**src/hdl/pdc_pkg.sv**
```systemverilog
// pdc_pkg: shared types and constants for the packet deframer with checksum
// used by the config channel interface and every module under packet_deframer_checksum_core
// no dependencies

package pdc_pkg;

    // config register indexes
    localparam int unsigned CFG_IDX_W = 2;
    localparam logic [CFG_IDX_W-1:0] REG_START_CODE  = 2'd0;
    localparam logic [CFG_IDX_W-1:0] REG_END_CODE    = 2'd1;
    localparam logic [CFG_IDX_W-1:0] REG_ESCAPE_CODE = 2'd2;

    // config reset values
    localparam logic [7:0] RST_START_CODE  = 8'd2;
    localparam logic [7:0] RST_END_CODE    = 8'd3;
    localparam logic [7:0] RST_ESCAPE_CODE = 8'd16;

    // result event codes
    localparam logic [1:0] EV_NONE    = 2'd0;
    localparam logic [1:0] EV_PAYLOAD = 2'd1;
    localparam logic [1:0] EV_GOOD    = 2'd2;
    localparam logic [1:0] EV_BAD     = 2'd3;

    // framing codes currently in force
    typedef struct packed {
        logic [7:0] start_code;
        logic [7:0] end_code;
        logic [7:0] escape_code;
    } codes_t;

    // one result item
    typedef struct packed {
        logic [1:0] event_res;
        logic [7:0] payload_byte;
        logic [7:0] byte_index;
        logic [7:0] frame_length;
    } result_t;

endpackage

```
**src/hdl/pdc_in_if.sv**
```systemverilog
// pdc_in_if: valid/ready channel carrying one received byte per item
// no dependencies

interface pdc_in_if;
    logic       valid;
    logic       ready;
    logic [7:0] in_byte;

    modport source (output valid, output in_byte, input ready);
    modport sink   (input valid, input in_byte, output ready);
endinterface

```
**src/hdl/pdc_out_if.sv**
```systemverilog
// pdc_out_if: valid/ready channel carrying one decoder result per item
// no dependencies

interface pdc_out_if;
    logic       valid;
    logic       ready;
    logic [1:0] event_res;
    logic [7:0] payload_byte;
    logic [7:0] byte_index;
    logic [7:0] frame_length;

    modport source (output valid, output event_res, output payload_byte,
                    output byte_index, output frame_length, input ready);
    modport sink   (input valid, input event_res, input payload_byte,
                    input byte_index, input frame_length, output ready);
endinterface

```
**src/hdl/pdc_cfg_if.sv**
```systemverilog
// pdc_cfg_if: valid/ready register write channel (index and data)
// depends on pdc_pkg for the index width

interface pdc_cfg_if;
    logic                           valid;
    logic                           ready;
    logic [pdc_pkg::CFG_IDX_W-1:0]  index;
    logic [7:0]                     data;

    modport source (output valid, output index, output data, input ready);
    modport sink   (input valid, input index, input data, output ready);
endinterface

```
**src/hdl/pdc_cfg_regs.sv**
```systemverilog
// pdc_cfg_regs: holds the start, end and escape codes written over the config channel
// depends on pdc_pkg and pdc_cfg_if

module pdc_cfg_regs (
    input  logic              clk,
    input  logic              rst_n,
    pdc_cfg_if.sink           cfg,
    output pdc_pkg::codes_t   codes
);

    pdc_pkg::codes_t codes_reg;
    pdc_pkg::codes_t codes_next;

    // writes are always taken
    assign cfg.ready = 1'b1;

    // register file write decode, unknown indexes are dropped
    always_comb
    begin
        codes_next = codes_reg;
        if (cfg.valid)
        begin
            case (cfg.index)
                pdc_pkg::REG_START_CODE:  codes_next.start_code  = cfg.data;
                pdc_pkg::REG_END_CODE:    codes_next.end_code    = cfg.data;
                pdc_pkg::REG_ESCAPE_CODE: codes_next.escape_code = cfg.data;
                default:                  codes_next = codes_reg;
            endcase
        end
    end

    always_ff @(posedge clk or negedge rst_n)
    begin
        if (!rst_n)
        begin
            codes_reg.start_code  <= pdc_pkg::RST_START_CODE;
            codes_reg.end_code    <= pdc_pkg::RST_END_CODE;
            codes_reg.escape_code <= pdc_pkg::RST_ESCAPE_CODE;
        end
        else
        begin
            codes_reg <= codes_next;
        end
    end

    assign codes = codes_reg;

endmodule

```
**src/hdl/pdc_frame_fsm.sv**
```systemverilog
// pdc_frame_fsm: frame hunt, unstuffing and checksum state with the per-item step logic
// depends on pdc_pkg

module pdc_frame_fsm #(
    parameter int unsigned MAX_PAYLOAD = 64
) (
    input  logic               clk,
    input  logic               rst_n,
    input  logic               step,
    input  logic [7:0]         in_byte,
    input  pdc_pkg::codes_t    codes,
    output pdc_pkg::result_t   res
);

    localparam logic [7:0] MaxPayload = 8'(MAX_PAYLOAD);

    // phase codes
    localparam logic [1:0] PH_IDLE = 2'd0;
    localparam logic [1:0] PH_HUNT = 2'd1;
    localparam logic [1:0] PH_BODY = 2'd2;
    localparam logic [1:0] PH_ESC  = 2'd3;

    localparam logic [1:0] NEED_FULL = 2'd2;
    localparam logic [1:0] NEED_ONE  = 2'd1;

    logic [1:0] phase_reg;
    logic [1:0] phase_next;
    logic [1:0] need_reg;
    logic [1:0] need_next;
    logic [7:0] sum_reg;
    logic [7:0] sum_next;
    logic [7:0] cnt_reg;
    logic [7:0] cnt_next;

    logic [1:0] need_cur;
    logic [7:0] sum_base;
    logic [7:0] cnt_base;
    logic       do_body;
    logic       do_lit;

    // one item: hunt, body byte or escaped literal
    always_comb
    begin
        res        = '0;
        phase_next = phase_reg;
        need_next  = need_reg;
        sum_base   = sum_reg;
        cnt_base   = cnt_reg;
        do_body    = 1'b0;
        do_lit     = 1'b0;
        need_cur   = (phase_reg == PH_IDLE) ? NEED_FULL : need_reg;

        if ((phase_reg == PH_IDLE) || (phase_reg == PH_HUNT))
        begin
            if (need_cur != 2'd0)
            begin
                phase_next = PH_HUNT;
                need_next  = (in_byte == codes.start_code) ? (need_cur - 2'd1) : NEED_FULL;
            end
            else
            begin
                // both start codes seen, this byte opens the body
                sum_base = '0;
                cnt_base = '0;
                do_body  = 1'b1;
            end
        end
        else if (phase_reg == PH_BODY)
        begin
            do_body = 1'b1;
        end
        else
        begin
            do_lit = 1'b1;
        end

        sum_next = sum_base;
        cnt_next = cnt_base;

        // body byte: end wins over start, start wins over escape
        if (do_body)
        begin
            if (in_byte == codes.end_code)
            begin
                phase_next = PH_IDLE;
                if (sum_base != 8'd0)
                begin
                    res.event_res = pdc_pkg::EV_BAD;
                end
                else if (cnt_base != 8'd0)
                begin
                    res.event_res    = pdc_pkg::EV_GOOD;
                    res.frame_length = cnt_base;
                end
            end
            else if (in_byte == codes.start_code)
            begin
                phase_next = PH_HUNT;
                need_next  = NEED_ONE;
            end
            else if (in_byte == codes.escape_code)
            begin
                phase_next = PH_ESC;
            end
            else
            begin
                do_lit = 1'b1;
            end
        end

        // literal byte: always summed, reported while there is room
        if (do_lit)
        begin
            phase_next = PH_BODY;
            sum_next   = sum_base + in_byte;
            if (cnt_base < MaxPayload)
            begin
                res.event_res    = pdc_pkg::EV_PAYLOAD;
                res.payload_byte = in_byte;
                res.byte_index   = cnt_base;
                cnt_next         = cnt_base + 8'd1;
            end
        end
    end

    always_ff @(posedge clk or negedge rst_n)
    begin
        if (!rst_n)
        begin
            phase_reg <= PH_IDLE;
            need_reg  <= NEED_FULL;
            sum_reg   <= '0;
            cnt_reg   <= '0;
        end
        else if (step)
        begin
            phase_reg <= phase_next;
            need_reg  <= need_next;
            sum_reg   <= sum_next;
            cnt_reg   <= cnt_next;
        end
    end

    // stored count never passes the payload limit
    a_cnt_bound: assert property (@(posedge clk) disable iff (!rst_n)
        cnt_reg <= MaxPayload)
        else $error("stored count above payload limit");

    // hunting never needs more than two start codes
    a_need_range: assert property (@(posedge clk) disable iff (!rst_n)
        (phase_reg == PH_HUNT) |-> (need_reg != 2'd3))
        else $error("start code count out of range");

    // a reported payload byte leaves the stored count one past its index
    a_payload_count: assert property (@(posedge clk) disable iff (!rst_n)
        (step && (res.event_res == pdc_pkg::EV_PAYLOAD))
        |=> (cnt_reg == ($past(res.byte_index) + 8'd1)))
        else $error("payload byte did not advance stored count");

    // a good frame always carries a nonzero length
    a_good_len: assert property (@(posedge clk) disable iff (!rst_n)
        (res.event_res == pdc_pkg::EV_GOOD) |-> (res.frame_length != 8'd0))
        else $error("good frame with zero length");

endmodule

```
**src/hdl/packet_deframer_checksum_core.sv**
```systemverilog
// packet_deframer_checksum_core: byte-stuffed frame decoder with 8-bit checksum
// path: byte accept to result valid goes through the input and result registers
// throughput: one byte per cycle unless result_ch stalls; frame state moves on step
// reset: rst_n asynchronous active low; clears both pipeline valids, the frame state
// and loads the default codes (start 2, end 3, escape 16); no clearing pass
// depends on pdc_pkg, pdc_in_if, pdc_out_if, pdc_cfg_if, pdc_cfg_regs, pdc_frame_fsm

module packet_deframer_checksum_core #(
    parameter int unsigned MAX_PAYLOAD = 64
) (
    input  logic       clk,
    input  logic       rst_n,
    pdc_in_if.sink     byte_ch,
    pdc_out_if.source  result_ch,
    pdc_cfg_if.sink    cfg
);

    pdc_pkg::codes_t  codes;
    pdc_pkg::result_t step_res;

    logic              in_valid_reg;
    logic              in_valid_next;
    logic [7:0]        in_byte_reg;
    logic              out_valid_reg;
    logic              out_valid_next;
    pdc_pkg::result_t  out_res_reg;

    logic out_free;
    logic advance;
    logic in_take;

    // config registers
    pdc_cfg_regs u_cfg_regs (
        .clk   (clk),
        .rst_n (rst_n),
        .cfg   (cfg),
        .codes (codes)
    );

    // frame state and step logic
    pdc_frame_fsm #(
        .MAX_PAYLOAD (MAX_PAYLOAD)
    ) u_frame_fsm (
        .clk     (clk),
        .rst_n   (rst_n),
        .step    (advance),
        .in_byte (in_byte_reg),
        .codes   (codes),
        .res     (step_res)
    );

    // pipeline handshake
    assign out_free      = !out_valid_reg || result_ch.ready;
    assign advance       = in_valid_reg && out_free;
    assign byte_ch.ready = !in_valid_reg || out_free;
    assign in_take       = byte_ch.valid && byte_ch.ready;

    assign in_valid_next  = in_take || (in_valid_reg && !advance);
    assign out_valid_next = advance || (out_valid_reg && !result_ch.ready);

    always_ff @(posedge clk or negedge rst_n)
    begin
        if (!rst_n)
        begin
            in_valid_reg  <= 1'b0;
            out_valid_reg <= 1'b0;
        end
        else
        begin
            in_valid_reg  <= in_valid_next;
            out_valid_reg <= out_valid_next;
        end
    end

    // payload registers
    always_ff @(posedge clk)
    begin
        if (in_take)
        begin
            in_byte_reg <= byte_ch.in_byte;
        end
        if (advance)
        begin
            out_res_reg <= step_res;
        end
    end

    // result channel
    assign result_ch.valid        = out_valid_reg;
    assign result_ch.event_res    = out_res_reg.event_res;
    assign result_ch.payload_byte = out_res_reg.payload_byte;
    assign result_ch.byte_index   = out_res_reg.byte_index;
    assign result_ch.frame_length = out_res_reg.frame_length;

endmodule

```
**src/flat_wrapper.sv**
```systemverilog
// flat-port wrapper written by rule: the top's interface ports become plain ports
module packet_deframer_checksum_core_flat 
#(
    parameter int unsigned MAX_PAYLOAD = 64
)
  (clk, rst_n, byte_ch_valid, byte_ch_in_byte, byte_ch_ready, result_ch_valid, result_ch_event_res, result_ch_payload_byte, result_ch_byte_index, result_ch_frame_length, result_ch_ready, cfg_valid, cfg_index, cfg_data, cfg_ready);
  pdc_in_if byte_ch_i ();
  pdc_out_if result_ch_i ();
  pdc_cfg_if cfg_i ();
  input  logic clk;
  input  logic rst_n;
  input wire logic [$bits(byte_ch_i.valid)-1:0] byte_ch_valid;
  input wire logic [$bits(byte_ch_i.in_byte)-1:0] byte_ch_in_byte;
  output wire logic [$bits(byte_ch_i.ready)-1:0] byte_ch_ready;
  output wire logic [$bits(result_ch_i.valid)-1:0] result_ch_valid;
  output wire logic [$bits(result_ch_i.event_res)-1:0] result_ch_event_res;
  output wire logic [$bits(result_ch_i.payload_byte)-1:0] result_ch_payload_byte;
  output wire logic [$bits(result_ch_i.byte_index)-1:0] result_ch_byte_index;
  output wire logic [$bits(result_ch_i.frame_length)-1:0] result_ch_frame_length;
  input wire logic [$bits(result_ch_i.ready)-1:0] result_ch_ready;
  input wire logic [$bits(cfg_i.valid)-1:0] cfg_valid;
  input wire logic [$bits(cfg_i.index)-1:0] cfg_index;
  input wire logic [$bits(cfg_i.data)-1:0] cfg_data;
  output wire logic [$bits(cfg_i.ready)-1:0] cfg_ready;
  assign byte_ch_i.valid = byte_ch_valid;
  assign byte_ch_i.in_byte = byte_ch_in_byte;
  assign byte_ch_ready = byte_ch_i.ready;
  assign result_ch_valid = result_ch_i.valid;
  assign result_ch_event_res = result_ch_i.event_res;
  assign result_ch_payload_byte = result_ch_i.payload_byte;
  assign result_ch_byte_index = result_ch_i.byte_index;
  assign result_ch_frame_length = result_ch_i.frame_length;
  assign result_ch_i.ready = result_ch_ready;
  assign cfg_i.valid = cfg_valid;
  assign cfg_i.index = cfg_index;
  assign cfg_i.data = cfg_data;
  assign cfg_ready = cfg_i.ready;
  packet_deframer_checksum_core #(.MAX_PAYLOAD(MAX_PAYLOAD)) u_core (.clk(clk), .rst_n(rst_n), .byte_ch(byte_ch_i), .result_ch(result_ch_i), .cfg(cfg_i));
endmodule
```
**config.mk**
```make
export PLATFORM = sky130hd
export DESIGN_NAME = packet_deframer_checksum_core_flat
export DESIGN_NICKNAME = d
export VERILOG_FILES = /design/src/hdl/pdc_pkg.sv /design/src/hdl/pdc_in_if.sv /design/src/hdl/pdc_out_if.sv /design/src/hdl/pdc_cfg_if.sv /design/src/hdl/pdc_cfg_regs.sv /design/src/hdl/pdc_frame_fsm.sv /design/src/hdl/packet_deframer_checksum_core.sv /design/src/flat_wrapper.sv
export SDC_FILE = /design/constraint.sdc
export NUM_CORES = 1
export LEC_CHECK = 0
export ABC_AREA = 1
export BUFFER_PORTS_ARGS = -buffer_cell sky130_fd_sc_hd__buf_2
export CELL_PAD_IN_SITES_DETAIL_PLACEMENT = 2
export CELL_PAD_IN_SITES_GLOBAL_PLACEMENT = 2
export CORE_MARGIN = 3
export CORE_UTILIZATION = 35
export DETAILED_ROUTE_END_ITERATION = 10
export PLACE_DENSITY = 0.78
export RECOVER_POWER = 100
export SLEW_MARGIN = 20
export SYNTH_ARGS = -nofsm -noshare
export SYNTH_HDL_FRONTEND = slang
export SYNTH_SLANG_ARGS = --single-unit
```
**constraint.sdc**
```tcl
create_clock -name clk -period 3.35 [get_ports clk]
set_clock_uncertainty 0.15 [all_clocks]
set_input_delay 0.1675 -clock clk [delete_from_list [all_inputs] [get_ports clk]]
set_output_delay 0.1675 -clock clk [all_outputs]
set_load 0.005 [all_outputs]
```
; ---- After elaboration in Yosys (flattened, before gate mapping)
; Index checks and enable logic that the tools add are counted.
; Widths: inputs -> output; s select.
[totals]
word_cells = 87
reg_bits = 80
inputBits = 23
output_inout_bits = 29
[op_classes]
add_sub_neg = 3
muxes = 36
eq_ne = 7
reduce_logical = 23
n_lt_le_gt_ge = 1
bitwise = 3
[ops]
columns = operator, count
row1 = $mux 8, 7
row2 = $mux 18, 2
row3 = $mux 2, 18
row4 = $eq 8x8->1, 3
row5 = $reduce_bool 8->1, 2
row6 = $mux 1, 9
row7 = $add 8x1->8 const B, 1
row8 = $add 8x8->8, 1
row9 = $lt 8x7->1 const B, 1
row10 = $reduce_and 2->1, 4
row11 = $logic_or 1x1->1, 5
row12 = $eq 2x1->1 const B, 2
row13 = $eq 2x2->1 const B, 2
row14 = $logic_and 1x1->1, 4
row15 = $logic_not 1->1, 4
row16 = $logic_not 2->1, 2
row17 = $reduce_or 4->1, 1
row18 = $not 1->1, 3
row19 = $reduce_bool 2->1, 1
row20 = $sub 2x1->2 const B, 1

; ---- Depth between registers and ports, before layout
; Gate-level depths: netlist of run 1.
[logic_depth]
ltp_word = 12
depth_mapped = 19
mapped_depth_nobuf = 18

; ---- Modules after synthesis
; A second synthesis of run 1 with hierarchy kept.
[unflattened]
cells_unflattened = 529
hier_area_um2 = 4485.6
[modules_own_cells]
columns = mod, area_each_um2, n_inst, cells_per_inst, seq_area_each_um2
row1 = pdc_frame_fsm, 2306.0, 1, 374, 501.7
row2 = packet_deframer_checksum_core, 1116.1, 1, 46, 1071.0
row3 = pdc_cfg_regs, 1063.5, 1, 109, 605.6

; ---- Worst setup path before layout of run 1
; OpenSTA, ideal clock, no wires.
[synth_timing]
kind = register -> register
from = reg u_core.u_frame_fsm.phase_reg[1]
to = reg u_core.u_frame_fsm.sum_reg[6]
t_arrival_ns = 2.484
setup_ns = 0.066
stages_incl_launch_ff = 20
synth_period_minus_slack_ns = 2.700
t_required_ns = 3.134
slack_ns = 0.650
path_buffers = 1
cell_sequence = dfrtp_1 > inv_2 > a21oi_1 > inv_1 > ha_1 > inv_1 > nor2_1 > buf_2 > nor2_1 > ha_1 > inv_1 > fa_1 > inv_1 > nand4_1 > nand3_1 > xor2_1 > nand2_1 > nand2_1 > nand2_1 > nand2_1
[synth_via]
elab_chain_cells = 8
elab_cells_between_ends = 19
classes_between = add/sub (1) / eq/ne (2) / mux (13) / reduce/logical (3)
[synth_lines]
columns = element, line
row1 = from (decl), pdc_frame_fsm.sv:26  ; logic [1:0] phase_reg;
row2 = from (signal assigned), pdc_frame_fsm.sv:137  ; phase_reg <= phase_next;
row3 = branches (longest 7 deep; another with $add 8x8->8), n/a
row4 = $mux 8 (*), pdc_frame_fsm.sv:112  ; if (do_lit)
row5 = to (signal assigned), pdc_frame_fsm.sv:139  ; sum_reg <= sum_next;
row6 = to (decl), pdc_frame_fsm.sv:30  ; logic [7:0] sum_reg;
; Mark *: on every way between the ends.
; A chain may end at the register's enable or synchronous reset.

; ---- Worst setup path after layout of run 1
; Ends and elaborated chain as after synthesis.

==> results of run 1 <==
## power breakdown
group	total (W)	leakage (nW)	switching [W]	internal, W
Sequential	0.00126	0.891	0.0000884	0.00117
Clock	0.000987	0.142	0.000416	0.000571
Combinational	0.000752	1.40	0.000451	0.000301
Total	0.00300	2.43	0.000956	0.00204
## layout make-up
| class | count | area (µm²) |
|---|---|---|
| fill | 1318 | 6570 |
| sequential | 80 | 2180 |
| multi-input combinational | 339 | 1710 |
| timing repair buffer | 75 | 449 |
| clock buffer | 13 | 272 |
| inverter | 63 | 236 |
| tap | 143 | 179 |
| clock inverter | 3 | 22.5 |
## path summary, 6_finish.rpt
check	startpoint	to	slack [ns]
max	u_core.u_frame_fsm.phase_reg[1]$_DFFE_PN0P_	u_core.u_frame_fsm.sum_reg[6]$_DFFE_PN0P_	0.32
min	u_core.u_frame_fsm.cnt_reg[4]$_DFFE_PN0P_	u_core.u_frame_fsm.cnt_reg[4]$_DFFE_PN0P_	0.34
max reg2reg	u_core.u_frame_fsm.phase_reg[1]$_DFFE_PN0P_	u_core.u_frame_fsm.sum_reg[6]$_DFFE_PN0P_	0.32
min reg2reg	u_core.u_frame_fsm.cnt_reg[4]$_DFFE_PN0P_	u_core.u_frame_fsm.cnt_reg[4]$_DFFE_PN0P_	0.34
max in group asynchronous	rst_n	u_core.u_frame_fsm.cnt_reg[3]$_DFFE_PN0P_	0.61
min in group asynchronous	rst_n	u_core.in_valid_reg$_DFF_PN0_	0.70
## logic make-up (layout without fill, tap and decap cells)
logic type      after synthesis  in the layout
flops                        80             80
buf+inv                      76            154
fa+ha+maj                    12             12
other cells                   2              3
xor+xnor                     24             24
compound gates               58             58
simple gates                242            242
## metrics by stage
step	setup slack, ns	cell area (µm²)	util (%)	power [W]	hold slack [ns]
4_1_cts	0.312	5100	43.9	0.00304	0.304
3_3_place_gp	0.423	4610	39.7	0.00199	0.125
3_5_place_dp	0.337	4610	39.7	0.00203	0.139
5_1_grt	0.00771	5040	43.4	0.00320	0.367
2_1_floorplan	0.650	4220	-	0.00178	-0.278
6_report	0.325	5040	43.4	0.00300	0.341
## Yosys cell counts (3+ instances only)
cell	number
sky130_fd_sc_hd__dfrtp_1	41
sky130_fd_sc_hd__nand2_1	148
sky130_fd_sc_hd__nor2_1	44
sky130_fd_sc_hd__inv_1	61
sky130_fd_sc_hd__buf_4	3
sky130_fd_sc_hd__a21oi_1	7
sky130_fd_sc_hd__nand3_1	28
sky130_fd_sc_hd__edfxtp_1	34
sky130_fd_sc_hd__nand2_2	3
sky130_fd_sc_hd__clkbuf_1	5
sky130_fd_sc_hd__xnor2_1	20
sky130_fd_sc_hd__nand4_1	7
sky130_fd_sc_hd__a21o_1	3
sky130_fd_sc_hd__xor2_1	4
sky130_fd_sc_hd__buf_6	3
sky130_fd_sc_hd__ha_1	11
sky130_fd_sc_hd__o21ai_0	39
sky130_fd_sc_hd__o21ai_1	3
sky130_fd_sc_hd__dfstp_2	5
## routing by layer
layer  global-route usage (%)  routed length [µm]
met5                        0                   0
met4                     6.19                 185
met3                     4.44                 439
met2                     35.9                6480
met1                     25.8                5660
## tightest hold or removal path: stages (launching register included)
cell and delay (ns):
sky130_fd_sc_hd__dfrtp_1 0.35, sky130_fd_sc_hd__nand2_1 0.06, sky130_fd_sc_hd__nand2_1 0.06
==> results summary, run 1 <==
The flow ran to the end, but the final reports show violations. The final reports fail on max-capacitance violations, max-slew violations. The die covers between 10,000 and 15,000 µm².

The area added between synthesis and finish is 19.5%. The max-slew violation count came out at 30. Setup repair after global routing left no endpoint under its margin.

The slew at the pin closest to its max-slew limit is roughly 1.8 ns. The critical path in this run is classified as reg2reg. The number of core rows is 39.

Summing the areas of all xor and xnor instances in the mapped netlist gives about 5.0% of the synthesized area. The portion of synthesized cell area occupied by the leading cell type is between 20% and 30%. The kind of start point of the critical path is a flop.

Entering global routing, the biggest net connects 31 pins. The number of flip-flops in the largest register is 24. The effective utilization at floorplan is 36.3%. The sum of net half-perimeters after detailed placement is 9190 µm. The peak fanout along the critical path is 6. Of the available clock period, the critical path in the final layout requires 90.3%. The static power due to leakage came out at between 2 and 2.5 nW. In the synthesized netlist the dominant register cell turns out to be sky130_fd_sc_hd__dfrtp_1. Clock-pin slew was measured on the worst setup and hold paths at roughly 0.060 ns. The number of cells in the design after placement came out at 681. The ratio of routed vias to standard cells came out at just under 5. The proportion of synthesized flip-flops having asynchronous set or reset is a little under three fifths.

The final weighted congestion in routability-driven placement is about 0.85. The CTS tree is yes. In the synthesized netlist, mux cells make up 0% of the area. The peak supply drop is around 0.3 mV. In this run the power density over the cells is ~600 nW/µm².

The total I/O pin count came out at between 50 and 60. The summed instance area of the synthesized netlist came out at roughly 4200 µm². The final routed wirelength across all metal layers came out at ~13,000 µm.

Clock latency on the worst-skew pair, taken at its later pin, is 0.34 ns. In this design, the stage delay of the slowest critical-path cell is between 0.4 and 0.5 ns. The die outline height came out at between 100 and 150 µm.

STA puts the critical path data required time at ~3.5 ns. The number of global-route vias before repair came out at 4,086. The first-pass GRT wire length came out at approximately 21,000 µm. Grouping stages by cell kind, the critical path spends the most delay in adder cells.

The core region is ~12,000 µm². In the post-synthesis netlist, the biggest area contributors are sky130_fd_sc_hd__dfrtp_1 (24%), sky130_fd_sc_hd__edfxtp_1 (24%), sky130_fd_sc_hd__nand2_1 (13%). The path class of the tightest hold or removal check is reg2reg.

The post-cts sizing count came out at 0. The floorplan step set the die width to roughly 120 µm. The logic depth of the worst register-to-register path is 18. The detailed-route DRC error count is 0. The complex-gate fraction of the synthesized area is between 7 and 8%.

Counting flops with a built-in enable in the synthesized netlist gives 34. The number of clock buffers inserted by TritonCTS is 9. By area, the combinational part of the netlist is dominated by simple AND/OR/NAND/NOR gates. The number of synthesis warnings came out at 0. The number of distinct standard cells referenced by the synthesized netlist came out at 36. The share of the Yosys chip area taken by registers is roughly half. The number of antenna violations at the first check in global routing came out at 0. The worst setup path is captured at a flop. The worst relative slew slack is -20.8%.

The number of standard cells in the final layout excluding fillers is about 720. The final antenna diode count came out at 0. The data arrival time at the worst-slack endpoint came out at 3.16 ns. The iteration count of the initial detailed-routing pass is 4.

The number of buffers inserted by hold repair at cts is 19. The number of hold violations in the final report came out at 0. The detailed-route wire length per cell came out at 17.8 µm.

Summing the areas of all and, or, nand and nor instances in the mapped netlist gives 24.4% of the synthesized area. Traced cell by cell, the critical path runs through inv_2, a21oi_1, inv_1, ha_1, inv_1, nor2_1, nor2_1, ha_1, inv_1, fa_1, inv_1, nand4_1, nand3_1, xor2_1, nand2_1, nand2_1, nand2_1, nand2_1. The adder and majority gate portion of the synthesized area came out at roughly 3.7%.

The clock passes through at most 2 buffers. Adding up every negative setup slack in the final design gives 0 ns. The number of buffers inserted by post-CTS setup repair is 0. In the final design database the tool counted 603 nets. The number of design-rule violations left by the first detailed-router iteration is ~140. The CTS sink count came out at 80. Leaving out fill and tap cells, the most frequent cell in the layout is sky130_fd_sc_hd__nand2_1. The number of nets with antenna violations after detailed routing came out at 0. The total global routing overflow is 0.

The via total after detailed routing is between 3,000 and 4,000. The number of port buffers is 50. The count of H-tree levels built during CTS is 3. The number of cells traversed by the worst hold path is 2. Dividing the synthesized area by the synthesized cell count gives ~8.5 µm². The cell sitting at the root of the clock tree is a sky130_fd_sc_hd__clkbuf_16. The library cell occupying the most area in the post-synthesis netlist is sky130_fd_sc_hd__dfrtp_1. The time the final worst path needs with I/O delays and setup came out at between 3 and 4 ns. The synthesis-stage register bit count is 80.

The logic depth of the worst path, buffers included is 18. The cell count after synthesis is 494. The maximum clock frequency is between 0.3 and 0.4 GHz.

The critical path contains buffers and inverters numbering 5 combined. The fraction of final layout cells sized beyond drive strength 1 came out at 10.6%. The tool flagged a number of max-cap violations equal to 1.

In the layout the commonest cells are sky130_fd_sc_hd__nand2_1 (149), sky130_fd_sc_hd__inv_1 (61), sky130_fd_sc_hd__nor2_1 (45). The total global routing track utilization is 20.6%. The number of endpoints failing setup at the final stage is 0. Among all stages on the critical path, the largest delay is contributed by sky130_fd_sc_hd__fa_1.
Power figures use the tool's default switching activity.
==> inputs of run 2 (changes only) <==
--- a/config.mk
+++ b/config.mk
@@ -12,6 +12,7 @@
 export CORE_MARGIN = 3
 export CORE_UTILIZATION = 35
 export DETAILED_ROUTE_END_ITERATION = 10
+export MAX_ROUTING_LAYER = met4
 export PLACE_DENSITY = 0.78
 export RECOVER_POWER = 100
 export SLEW_MARGIN = 20
==> run 2 against run 1 <==
The run still ends with max-capacitance violations, max-slew violations left. Final cell count did not move. Sequential power barely moved. Non-clock buffer count did not move. First-iteration DRC count fell by 6.3%. Register-to-register slack barely moved. Wire length rose by 0.18%. Setup slack got worse by 0.00091 ns. Die area did not move. Worst hold slack improved by 0.00068 ns. Critical path depth did not move. Via count rose by 0.20%. Core utilization barely moved. Critical path type unchanged. Largest cell class unchanged. Largest power group unchanged.
==> results summary, run 2 (synthesis results as in run 1) <==
The maximum number of buffers from clock root to sink is 2. The die covers around 13,000 µm². The data arrival time at the worst-slack endpoint is ~3.2 ns.

The CTS sink count is 80. The number of design-rule violations left by the first detailed-router iteration came out at roughly 130. STA classifies the critical path startpoint as a flop. For this run, design rule violations remaining after detail routing come to 0.

The setup TNS came out at 0 ns. The peak supply drop came out at approximately 0.3 mV. The endpoint identified for the worst register-to-register timing path is u_core.u_frame_fsm.sum_reg[6]$_DFFE_PN0P_. The number of hold violations in the final report came to 0.

The design draws 0.00300 W. In the final design database the tool counted around 600 nets. Gates resized during post-CTS repair numbered 0. The worst relative slew slack came out at -19.7%.

For this run, global-route usage on met1 was measured as 25.7%. Dividing the final minimum period by the clock period gives approximately nine tenths. Of all nets on the critical path, the largest fanout is 6. The count of H-tree levels built during CTS is 3.

The routed design has about 13,000 µm of wire. The routed layout has 3,557 vias. The number of antenna violations at the first check in global routing is 0. The core region is 11,600 µm². The area growth from synthesis to layout is 19.5%. The maximum clock frequency is ~0.33 GHz.

The number of cells in the design after placement came out at just under 700. After the flow finishes, the layout carries non-filler instances totaling 716. The number of clock buffers inserted by TritonCTS is 9. The worst setup path is of the reg2reg kind. The total global routing overflow came out at 0. In this run the critical register-to-register path is launched from u_core.u_frame_fsm.phase_reg[1]$_DFFE_PN0P_. The worst-skew pair later-pin latency came out at about 0.34 ns. The number of nets with antenna violations after detailed routing is 0. The commonest non-fill, non-tap cell in the layout is sky130_fd_sc_hd__nand2_1. After clock tree synthesis, the setup repair step added 0 buffers. The effective utilization at floorplan is about 36%. The most critical setup path has its startpoint at u_core.u_frame_fsm.phase_reg[1]$_DFFE_PN0P_. The worst hold path belongs to the class reg2reg. For this design the static power due to leakage is ~2.4 nW. The die outline height came out at 116 µm. STA classifies the critical path endpoint as a flop. The total of max-cap violations is 1. The worst path needs 3.03 ns of the cycle, external delays included.

The count of buffers added on input and output ports is 50. The pin count of the biggest net entering global routing is 31. The capturing instance or port of the critical path is u_core.u_frame_fsm.sum_reg[6]$_DFFE_PN0P_. The CTS tree is yes.

The number of global-route vias before repair was ~4,000. In the layout the commonest cells are sky130_fd_sc_hd__nand2_1 (149), sky130_fd_sc_hd__inv_1 (61), sky130_fd_sc_hd__nor2_1 (45). The global routing stage identified its most utilized layer as met2. The final reports fail on max-capacitance violations, max-slew violations.

The fraction of final layout cells sized beyond drive strength 1 is between 10% and 20%. Setup repair after global routing left no endpoint under its margin. Power spread over the standard cell area amounts to 594 nW/µm². The number of antenna diodes in the final layout is 0. The first-pass GRT wire length is around 21,000 µm.

The logic depth of the worst register-to-register path is 18. CTS placed an instance of sky130_fd_sc_hd__clkbuf_16 at the clock tree root. The max-slew violation count came out at 30. The congestion estimate from routability-driven global placement came to between 0.8 and 0.9. The ratio of routed vias to standard cells came out at about 5.0. The number of core rows came out at 39. The total global routing track utilization came out at 21.2%.

The number of flip-flops in the largest register is 24. The worst path required time came out at ~3.5 ns. The run finished, with violations left.

The slew at the pin closest to its max-slew limit is ~1.8 ns. The CTS clock-pin slew for the worst setup and hold paths came out at around 0.06 ns. From left edge to right edge, the die measures 116 µm. For flop-to-flop paths, the worst setup slack is ~0.32 ns. The iteration count of the initial detailed-routing pass came out at 4.

The sum of net half-perimeters after detailed placement came out at between 9000 and 10,000 µm. Dividing the detail-routed wire length by the instance count gives roughly 18 µm. The routing usage on met2 is between 30% and 40%. The number of buffers inserted by hold repair at cts is 19. The met3 track demand over resource in global routing came out at approximately 4.4%. The total I/O pin count is 52. The number of endpoints failing setup at the final stage is 0.
run 2: cell type report:
class / instances / area (µm²)
fillers: 1317 / 6570
flip-flops and latches: 80 / 2180
multi-input cells: 339 / 1710
repair buffers: 75 / 450
clock buffers: 13 / 272
inverters: 63 / 236
well taps: 143 / 179
clock inverters: 3 / 22.5
run 2: per-layer routing:
layer,wire (µm),vias up
li1,-,1723
met1,5790,1758
met2,6430,60
met3,354,16
met4,213,0
met5,0,-
run 2: worst min-delay path by stage:
stage | endpoint | depth (start not counted) | from
after floorplan | u_core.in_valid_reg$_DFF_PN0_ | 0 | rst_n
after global placement | u_core.in_valid_reg$_DFF_PN0_ | 1 | rst_n
after detailed placement | u_core.in_valid_reg$_DFF_PN0_ | 1 | rst_n
after CTS | u_core.u_cfg_regs.codes[0]$_DFFE_PN0P_ | 2 | rst_n
after global routing | u_core.u_frame_fsm.cnt_reg[4]$_DFFE_PN0P_ | 2 | u_core.u_frame_fsm.cnt_reg[4]$_DFFE_PN0P_
final | u_core.u_frame_fsm.cnt_reg[4]$_DFFE_PN0P_ | 2 | u_core.u_frame_fsm.cnt_reg[4]$_DFFE_PN0P_
run 2: critical path: stages (launching register included):
cell	delay, ns
sky130_fd_sc_hd__dfrtp_1	0.41
sky130_fd_sc_hd__inv_2	0.09
sky130_fd_sc_hd__a21oi_1	0.15
sky130_fd_sc_hd__inv_1	0.08
sky130_fd_sc_hd__ha_1	0.24
sky130_fd_sc_hd__inv_1	0.07
sky130_fd_sc_hd__nor2_1	0.07
sky130_fd_sc_hd__nor2_1	0.26
sky130_fd_sc_hd__ha_1	0.23
sky130_fd_sc_hd__inv_1	0.07
sky130_fd_sc_hd__fa_1	0.43
sky130_fd_sc_hd__inv_1	0.10
sky130_fd_sc_hd__nand4_1	0.10
sky130_fd_sc_hd__nand3_1	0.10
sky130_fd_sc_hd__xor2_1	0.17
sky130_fd_sc_hd__nand2_1	0.07
sky130_fd_sc_hd__nand2_1	0.08
sky130_fd_sc_hd__nand2_1	0.05
sky130_fd_sc_hd__nand2_1	0.06
run 2: metrics by stage:
step / util (%) / area, µm² / setup slack, ns / hold WS (ns)
2_1_floorplan: - / 4220 / 0.650 / -0.278
3_3_place_gp: 39.7 / 4610 / 0.423 / 0.125
3_5_place_dp: 39.7 / 4610 / 0.337 / 0.139
4_1_cts: 43.9 / 5100 / 0.312 / 0.304
5_1_grt: 43.4 / 5040 / 0.00771 / 0.367
6_report: 43.4 / 5040 / 0.324 / 0.342
run 2: report_power, final:
group / switching, W / leakage, nW / internal, W / total [W]
clock: 0.000415 / 0.142 / 0.000571 / 0.000986
sequential: 0.0000884 / 0.891 / 0.00117 / 0.00126
combinational: 0.000451 / 1.40 / 0.000301 / 0.000752
